===== config.mk =====
export PLATFORM = sky130hd
export DESIGN_NAME = ethernet_frame_builder_core
export DESIGN_NICKNAME = d
export VERILOG_FILES = /design/src/design/efb_pkg.sv /design/src/design/efb_crc_unit.sv /design/src/design/ethernet_frame_builder_core.sv
export SDC_FILE = /design/constraint.sdc
export NUM_CORES = 1
export LEC_CHECK = 0
export ABC_CLOCK_PERIOD_IN_PS = 16700
export BUFFER_PORTS_ARGS = -buffer_cell sky130_fd_sc_hd__buf_4
export CORE_MARGIN = 8
export CORE_UTILIZATION = 35
export CTS_CLUSTER_DIAMETER = 100
export DETAILED_ROUTE_END_ITERATION = 6
export SYNTH_ARGS = -nofsm -noshare
export SYNTH_HDL_FRONTEND = slang
export SYNTH_SLANG_ARGS = --single-unit

===== constraint.sdc =====
create_clock -name clk_i -period 16.7 [get_ports clk_i]
set_input_delay 2.505 -clock clk_i [delete_from_list [all_inputs] [get_ports clk_i]]
set_output_delay 2.505 -clock clk_i [all_outputs]
set_load 0.005 [all_outputs]

===== src/design/efb_pkg.sv =====
package efb_pkg;

  localparam int unsigned MaxPayloadDef = 1500;
  localparam int unsigned MinPayloadDef = 46;
  localparam int unsigned HdrBytes      = 14;

  localparam logic [31:0] CrcPoly    = 32'hEDB8_8320;
  localparam logic [31:0] CrcAllOnes = 32'hFFFF_FFFF;

  typedef struct packed {
    logic [7:0]  payload_byte;
    logic        last_byte;
    logic [47:0] dest_mac;
    logic [15:0] ether_type;
  } efb_in_t;

  typedef struct packed {
    logic [7:0] frame_byte;
    logic       frame_last;
    logic       length_error;
  } efb_out_t;

  typedef enum logic [1:0] {
    ST_IDLE,
    ST_HDR,
    ST_PAD,
    ST_FCS
  } efb_state_e;

endpackage


===== src/design/efb_crc_unit.sv =====
module efb_crc_unit
  import efb_pkg::*;
(
  input  logic [31:0] crc_i,
  input  logic [7:0]  byte_i,
  output logic [31:0] crc_o
);

  // Reflected CRC-32, one byte per pass, least significant bit first.
  always_comb begin
    logic [31:0] c;
    c = crc_i ^ {24'd0, byte_i};
    for (int k = 0; k < 8; k++) begin
      if (c[0]) begin
        c = (c >> 1) ^ CrcPoly;
      end else begin
        c = c >> 1;
      end
    end
    crc_o = c;
  end

endmodule


===== src/design/ethernet_frame_builder_core.sv =====
// Ethernet transmit framer. Payload bytes come in one item at a time. The first item of a
// frame produces the 14-byte header (destination MAC and EtherType from that item, source
// MAC from the register), followed by the payload byte. The framer takes that item, sends the
// header and then the payload byte, and takes no new item until it is done. Other payload
// items go straight out, and one frame byte leaves per cycle while the output is taken. The
// last item also produces zero padding up to MinPayload bytes and the 4-byte FCS. The FCS is
// the reflected CRC-32 over header, payload and pad, sent least significant byte first. A
// payload item beyond MaxPayload produces a single error item instead, and the rest of that
// frame is discarded. The rate is set by the one CRC byte unit, which every header, payload
// and pad byte passes through, and by the single output register.
module ethernet_frame_builder_core
  import efb_pkg::*;
#(
  parameter int unsigned MaxPayload = MaxPayloadDef,
  parameter int unsigned MinPayload = MinPayloadDef
) (
  input  logic        clk_i,
  input  logic        rst_ni,
  input  logic        cfg_we_i,
  input  logic [47:0] cfg_wdata_i,
  input  logic        in_valid_i,
  output logic        in_ready_o,
  input  efb_in_t     in_data_i,
  output logic        out_valid_o,
  input  logic        out_ready_i,
  output efb_out_t    out_data_o
);

  localparam int unsigned CntMax = (MaxPayload > MinPayload) ? MaxPayload : MinPayload;
  localparam int unsigned CntW   = $clog2(CntMax + 1);
  localparam int unsigned HdrW   = HdrBytes * 8;
  localparam int unsigned IdxW   = $clog2(HdrBytes);

  efb_state_e        state_q, state_d;
  logic [47:0]       src_mac_q;
  logic [CntW-1:0]   count_q, count_d;
  logic [31:0]       crc_q, crc_d;
  logic              in_frame_q, in_frame_d;
  logic              dropping_q, dropping_d;
  logic [IdxW-1:0]   idx_q, idx_d;
  logic [HdrW-1:0]   hdr_q, hdr_d;
  logic [7:0]        byte_q, byte_d;
  logic              last_q, last_d;
  logic              out_valid_q, out_valid_d;
  efb_out_t          out_data_q, out_data_d;

  logic              advance;
  logic              accept;
  logic [7:0]        crc_byte;
  logic [31:0]       crc_next;
  logic [CntW-1:0]   count_inc;
  logic [31:0]       fcs;

  efb_crc_unit u_crc (
    .crc_i  (crc_q),
    .byte_i (crc_byte),
    .crc_o  (crc_next)
  );

  assign advance    = !out_valid_q || out_ready_i;
  assign in_ready_o = (state_q == ST_IDLE) && advance;
  assign accept     = in_valid_i && in_ready_o;
  assign count_inc  = count_q + 1'b1;
  assign fcs        = ~crc_q;

  always_comb begin
    state_d     = state_q;
    count_d     = count_q;
    crc_d       = crc_q;
    in_frame_d  = in_frame_q;
    dropping_d  = dropping_q;
    idx_d       = idx_q;
    hdr_d       = hdr_q;
    byte_d      = byte_q;
    last_d      = last_q;
    out_valid_d = out_valid_q && !out_ready_i;
    out_data_d  = out_data_q;
    crc_byte    = 8'd0;

    unique case (state_q)
      ST_IDLE: begin
        if (accept) begin
          priority if (dropping_q) begin
            dropping_d = !in_data_i.last_byte;
          end else if (!in_frame_q) begin
            in_frame_d = 1'b1;
            count_d    = '0;
            crc_d      = CrcAllOnes;
            idx_d      = '0;
            hdr_d      = {in_data_i.dest_mac, src_mac_q, in_data_i.ether_type};
            byte_d     = in_data_i.payload_byte;
            last_d     = in_data_i.last_byte;
            state_d    = ST_HDR;
          end else if (count_q >= CntW'(MaxPayload)) begin
            out_valid_d = 1'b1;
            out_data_d  = '{frame_byte: 8'd0, frame_last: 1'b1, length_error: 1'b1};
            count_d     = '0;
            crc_d       = CrcAllOnes;
            in_frame_d  = 1'b0;
            dropping_d  = !in_data_i.last_byte;
          end else begin
            crc_byte    = in_data_i.payload_byte;
            crc_d       = crc_next;
            count_d     = count_inc;
            out_valid_d = 1'b1;
            out_data_d  = '{frame_byte: in_data_i.payload_byte, frame_last: 1'b0,
                            length_error: 1'b0};
            if (in_data_i.last_byte) begin
              state_d = (count_inc < CntW'(MinPayload)) ? ST_PAD : ST_FCS;
              idx_d   = '0;
            end
          end
        end
      end

      ST_HDR: begin
        if (advance) begin
          crc_byte    = hdr_q[HdrW-1 -: 8];
          crc_d       = crc_next;
          out_valid_d = 1'b1;
          out_data_d  = '{frame_byte: hdr_q[HdrW-1 -: 8], frame_last: 1'b0,
                          length_error: 1'b0};
          hdr_d       = hdr_q << 8;
          idx_d       = idx_q + 1'b1;
          if (idx_q == IdxW'(HdrBytes - 1)) begin
            // Header done: the held first payload byte goes out next from the pad state.
            state_d = ST_PAD;
            count_d = '0;
            idx_d   = '1;
          end
        end
      end

      ST_PAD: begin
        if (advance) begin
          if (idx_q == '1) begin
            // First payload byte of the frame, held since the header began.
            crc_byte    = byte_q;
            crc_d       = crc_next;
            count_d     = count_inc;
            out_valid_d = 1'b1;
            out_data_d  = '{frame_byte: byte_q, frame_last: 1'b0, length_error: 1'b0};
            idx_d       = '0;
            if (!last_q) begin
              state_d = ST_IDLE;
            end else if (count_inc >= CntW'(MinPayload)) begin
              state_d = ST_FCS;
            end
          end else begin
            crc_byte    = 8'd0;
            crc_d       = crc_next;
            count_d     = count_inc;
            out_valid_d = 1'b1;
            out_data_d  = '{frame_byte: 8'd0, frame_last: 1'b0, length_error: 1'b0};
            if (count_inc >= CntW'(MinPayload)) begin
              state_d = ST_FCS;
              idx_d   = '0;
            end
          end
        end
      end

      ST_FCS: begin
        if (advance) begin
          out_valid_d = 1'b1;
          out_data_d  = '{frame_byte: fcs[7:0], frame_last: (idx_q == IdxW'(3)),
                          length_error: 1'b0};
          crc_d       = {8'hFF, crc_q[31:8]};
          idx_d       = idx_q + 1'b1;
          if (idx_q == IdxW'(3)) begin
            count_d    = '0;
            crc_d      = CrcAllOnes;
            in_frame_d = 1'b0;
            idx_d      = '0;
            state_d    = ST_IDLE;
          end
        end
      end

      default: begin
        state_d = ST_IDLE;
      end
    endcase
  end

  always_ff @(posedge clk_i or negedge rst_ni) begin
    if (!rst_ni) begin
      state_q     <= ST_IDLE;
      src_mac_q   <= '0;
      count_q     <= '0;
      crc_q       <= CrcAllOnes;
      in_frame_q  <= 1'b0;
      dropping_q  <= 1'b0;
      idx_q       <= '0;
      out_valid_q <= 1'b0;
    end else begin
      state_q     <= state_d;
      count_q     <= count_d;
      crc_q       <= crc_d;
      in_frame_q  <= in_frame_d;
      dropping_q  <= dropping_d;
      idx_q       <= idx_d;
      out_valid_q <= out_valid_d;
      if (cfg_we_i) begin
        src_mac_q <= cfg_wdata_i;
      end
    end
  end

  always_ff @(posedge clk_i) begin
    hdr_q      <= hdr_d;
    byte_q     <= byte_d;
    last_q     <= last_d;
    out_data_q <= out_data_d;
  end

  assign out_valid_o = out_valid_q;
  assign out_data_o  = out_data_q;

endmodule

# Word-level counts from Yosys, hierarchy flattened
# Cells that the tools add are included.
[word_totals] regBits=231 elab_cells=162
[op_classes] addsub=2 magnitude_cmp=3 eq_ne=19 n_mux=91 n_bitwise=12 reduce_logical=21
[op_table] op="2-to-1 mux 112 bit" n=4
[op_table] op="2-to-1 mux 32 bit" n=14
[op_table] op="one-hot mux 112 bit (2 select lines)" n=1
[op_table] op="inverter 13 -> 14 bit" n=8
[op_table] op="2-to-1 mux 11 bit" n=9
[op_table] op="one-hot mux 32 bit (3 select lines)" n=1
[op_table] op="2-to-1 mux 10 bit" n=8
[op_table] op="2-to-1 mux 8 bit" n=7
[op_table] op="2-to-1 mux 4 bit" n=12
[op_table] op="one-hot mux 11 bit (4 select lines)" n=1
[op_table] op="one-hot mux 10 bit (4 select lines)" n=1
[op_table] op="XOR 32 x 8 -> 32 bit" n=1
[op_table] op="2-to-1 mux 2 bit" n=13
[op_table] op="2-to-1 mux 24 bit" n=1
[op_table] op="one-hot mux 8 bit (3 select lines)" n=1
[op_table] op="!= test 2 bit (second input constant)" n=9
[op_table] op="one-hot mux 4 bit (4 select lines)" n=1
[op_table] op="2-to-1 mux 1 bit" n=14
[op_table] op="adder 11 x 1 -> 11 bit (second input constant)" n=1
[op_table] op="greater-or-equal comparator 11 bit (second input constant)" n=1
[op_table] op="greater-or-equal comparator 11 x 6 -> 1 bit (second input constant)" n=1
[op_table] op="less-than comparator 11 x 6 -> 1 bit (second input constant)" n=1
[op_table] op="AND reduction 5 bit" n=2
[op_table] op="!= test 3 bit (second input constant)" n=3
[op_table] op="23 further kinds" n=33

# Depth between registers and ports, before layout
[logic_depth] depth_word=28 ltp_mapped=13 ltp_nobuf=11

# Hierarchy
# From an unflattened synthesis, not the netlist that was laid out.
[hier_totals] cells_unflattened=888 hier_area_um2=11621.1
[by_module_without_submodules] mod="ethernet_frame_builder_core" instances=1 cells_per_inst=824 area_each_um2=10666.5
[by_module_without_submodules] mod="efb_crc_unit" instances=1 cells_per_inst=64 area_each_um2=954.7

# Worst setup path before layout
# Ideal clock, no wire load.
[synth_path] kind="input-to-reg" start="input port in_valid_i" end="register hdr_q[0] (enable)" setup_ps=584 arrival_ps=7684 required_ps=16116 setup_slack_ps=8432 path_stages=4 path_buffers=1 cell_sequence="nor2b_1 > clkbuf_1 > a22oi_1 > nor2_1"
[synth_via] elab_chain_cells=3
[synth_lines] element="start, declared" line_no="ethernet_frame_builder_core.sv:21" rtl="input logic in_valid_i,"
[synth_lines] element="logical AND 1 bit" line_no="ethernet_frame_builder_core.sv:62" rtl="assign accept = in_valid_i && in_ready_o;"
[synth_lines] element="!= test 2 bit (no source line)"
[synth_lines] element="AND reduction 5 bit (no source line)"
[synth_lines] element="end signal, assigned" line_no="ethernet_frame_builder_core.sv:211" rtl="hdr_q <= hdr_d;"
[synth_lines] element="end, declared" line_no="ethernet_frame_builder_core.sv:41" rtl="logic [HdrW-1:0] hdr_q, hdr_d;"
# No other way between the ends.
# A chain may end at the register's enable or synchronous reset.

# Final worst setup path
[layout_path] start="input port out_ready_i" end="output port in_ready_o"
[layout_via] elab_chain_cells=2
[layout_lines] element="start, declared" line_no="ethernet_frame_builder_core.sv:25" rtl="input logic out_ready_i,"
[layout_lines] element="logical OR 1 bit" line_no="ethernet_frame_builder_core.sv:60" rtl="assign advance = !out_valid_q || out_ready_i;"
[layout_lines] element="logical AND 1 bit" line_no="ethernet_frame_builder_core.sv:61" rtl="assign in_ready_o = (state_q == ST_IDLE) && advance;"
[layout_lines] element="end, declared" line_no="ethernet_frame_builder_core.sv:22" rtl="output logic in_ready_o,"
# No other way between the ends.

==> results_dict.tcl <==
set metrics [dict create \
    critPathMaxStageDelay_ns 0.42 \
    core_um2 33300 \
    drv_slew 0 \
    synth_top_family_by_area "multiplexers" \
    insertion_delay_ns 0.56 \
    worstMarginPinSlew_ns 0.956 \
    slew-limit-headroom_pct 36.3 \
    start_util_pct 35.3 \
    crit_path_frequent_cell "buf_4" \
    grt_start_max_net_pins 70 \
    drt_iter0_drc 455 \
    wl_per_cell_um 18.6 \
    ys.flop_type "edfxtp_1" \
    h-tree-depth 1 \
    avgSynthCellArea_um2 12.4 \
    synth_simple_gate_area_share_pct 8.41 \
    grt_antenna_before_repair 2 \
    die_h_um 199 \
    setup_viol 0 \
    drive_above_1_share_pct 37.2 \
    drc 0 \
    drt_pre_antenna_iters 5 \
    synth_edf_count 131 \
    dieArea_um2 39700 \
    grt_pass1_wl_um 44700 \
    syn_inst 948 \
    power_leakage_nw 5.36 \
    wl_um 28500 \
    utilization_pct 42.6 \
    cts_tree "built" \
    crit_fanout 6 \
    antennaDiodeCount 0 \
    synthDistinctLibCells 75 \
    hold_viol_final 0 \
    mostFrequentLayoutCells "152 x mux2_2, 145 x buf_4, 131 x edfxtp_1, 68 x dfrtp_1, 64 x o21ai_0" \
    syn-num-nets 1084 \
    grt-ovfl-total 0 \
    synthArstFlopShare_pct 43.3 \
    postCtsSetupBuffers 0 \
    synth-xor-area-share_pct 5.67 \
    ios 138 \
    cap_viol_max_count 0 \
    cts.repair.resized 0 \
    status "completed" \
    muxShareOfSynthArea_pct 14.6 \
    rsz0062_at_grt "no" \
    yosysWarnings 0 \
    seq_area_frac_synth_pct 55.2 \
    crit_type "input port to primary output" \
    clock-sinks 231 \
    finClkSkew_ns 0.0139 \
    synthToLayoutAreaGrowth_pct 20.9 \
    numCtsBuffers 28 \
    peakVddDrop_mv 0.0993 \
    clockBufferDepth 3 \
    period_needed_ns 5.81 \
    ant_nets 0 \
    synth_area_um2 11700 \
    nets 1197 \
    io_buffers 137 \
    synth_seq_cells 231 \
    row_count 67 \
    grt.total_usage_pct 14.1 \
    layout_commonest_cell "mux2_2" \
    timing.final.crit_share_pct 34.8 \
    fmax_mhz 172 \
    finalWeightedCongestion 0.822 \
    path_cells "buf_4 > nor2b_1 > nor2_1 > buf_4" \
    startpoint_type "input port" \
    power_density_nw_per_um2 208 \
    min_path_type "flop to flop" \
    fin_setup_tns_ns 0 \
    num_vias 7904 \
    root_buffer "clkbuf_16" \
    worstPathArrival_ns 3.31 \
    dp.final_hpwl_um 19000 \
    required_ns 14.20 \
    synthAdderAreaFrac_pct 1.15 \
    crit_path_end_kind "primary output" \
    synth_compound_area_share_pct 12.0 \
    die_x_um 199 \
    hold_buffers 0 \
    critPathSlowestCell "nor2b_1" \
    clk_pin_slew_ns 0.06 \
    viasPerCell 5.16 \
    first_global_vias 7921 \
]
==> per-stage QoR <==
stage / hold WS [ns] / setup WS, ns / std cells / cell area [µm²] / total power [W]
after CTS: 0.507 / 10.90 / 1531 / 14200 / 0.00299
final: 0.503 / 10.89 / 1531 / 14200 / 0.00296
after detailed placement: 0.492 / 10.90 / 1479 / 13200 / 0.00230
after floorplan: 0.469 / 8.43 / 948 / 11700 / 0.00199
after global placement: 0.485 / 10.91 / 1479 / 13200 / 0.00229
after global routing: 0.518 / 10.79 / 1531 / 14200 / 0.00316
==> area by class of cell <==
type / instances / area, µm²
inverter: 25 / 93.8
tap: 448 / 561
fill: 3097 / 19100
clock buffer: 31 / 732
timing repair buffer: 145 / 1090
sequential: 231 / 6480
multi-input combinational: 630 / 4930
clock inverter: 21 / 310
==> critical path: cells and delay by family <==
kind / cells / cell delay (ns)
and+or+nand+nor: 2 / 0.53
buffers and inverters: 2 / 0.27
==> worst paths after layout <==
| path | startpoint | end | slack, ns | depth (start not counted) |
|---|---|---|---|---|
| max in group asynchronous | rst_ni | src_mac_q[40] | 13.52 | 2 |
| min reg2reg | crc_q[16] | crc_q[16] | 0.50 | 2 |
| max reg2reg | state_q[1] | hdr_q[48] | 12.37 | 8 |
| min in group asynchronous | rst_ni | in_frame_q | 2.02 | 1 |
| min | crc_q[16] | crc_q[16] | 0.50 | 2 |
| max | out_ready_i | in_ready_o | 10.89 | 4 |
==> where the power goes <==
| group | switching, W | internal, W |
|---|---|---|
| combinational | 0.000776 | 0.000595 |
| clock | 0.000256 | 0.000413 |
| sequential | 0.0000807 | 0.000835 |
==> sequential cells by signal, summed over array words and instances (netlist names) <==
signal / flops
idx_q: 4
last_q: 1
crc_q: 32
state_q: 2
dropping_q: 1
count_q: 11
byte_q: 8
in_frame_q: 1
src_mac_q: 48
hdr_q: 112
out_valid_o: 1
out_data_o: 10
==> Yosys cell counts, drive strengths merged (10+ instances only) <==
master | n | share of area [%]
mux2 | 152 | 15
edfxtp | 131 | 34
dfrtp | 68 | 14
o21ai | 67 | 2.9
nor2 | 54 | 1.7
nand2 | 47 | 1.5
a21oi | 44 | 1.9
clkbuf | 44 | 1.4
xnor2 | 38 | 3.2
dfstp | 32 | 7.2
inv | 24 | 0.77
xor2 | 23 | 2.1
nand3 | 20 | 1.0
nor2b | 20 | 1.1
buf | 18 | 0.83
a31oi | 15 | 0.80
o22ai | 11 | 0.59
ha | 10 | 1.1
==> layer usage <==
metal / GRT usage (%) / up-vias / routed length, µm
met1: 19.3 / 3897 / 13000
li1: - / 3733 / -
met3: 3.79 / 48 / 1950
met5: 0 / - / 27
met4: 3.65 / 4 / 623
met2: 22.0 / 222 / 12900
==> kinds of logic (layout without fill, tap and decap cells) <==
group,after synthesis,count (layout)
xor gates and xnor gates,63,63
and+or+nand+nor,197,197
DFF,231,231
buffers and inverters,87,222
AOI/OAI and AO/OA,207,207
muxes,152,152
adders and majority gates,11,11
(Power assumes the default switching activity.)
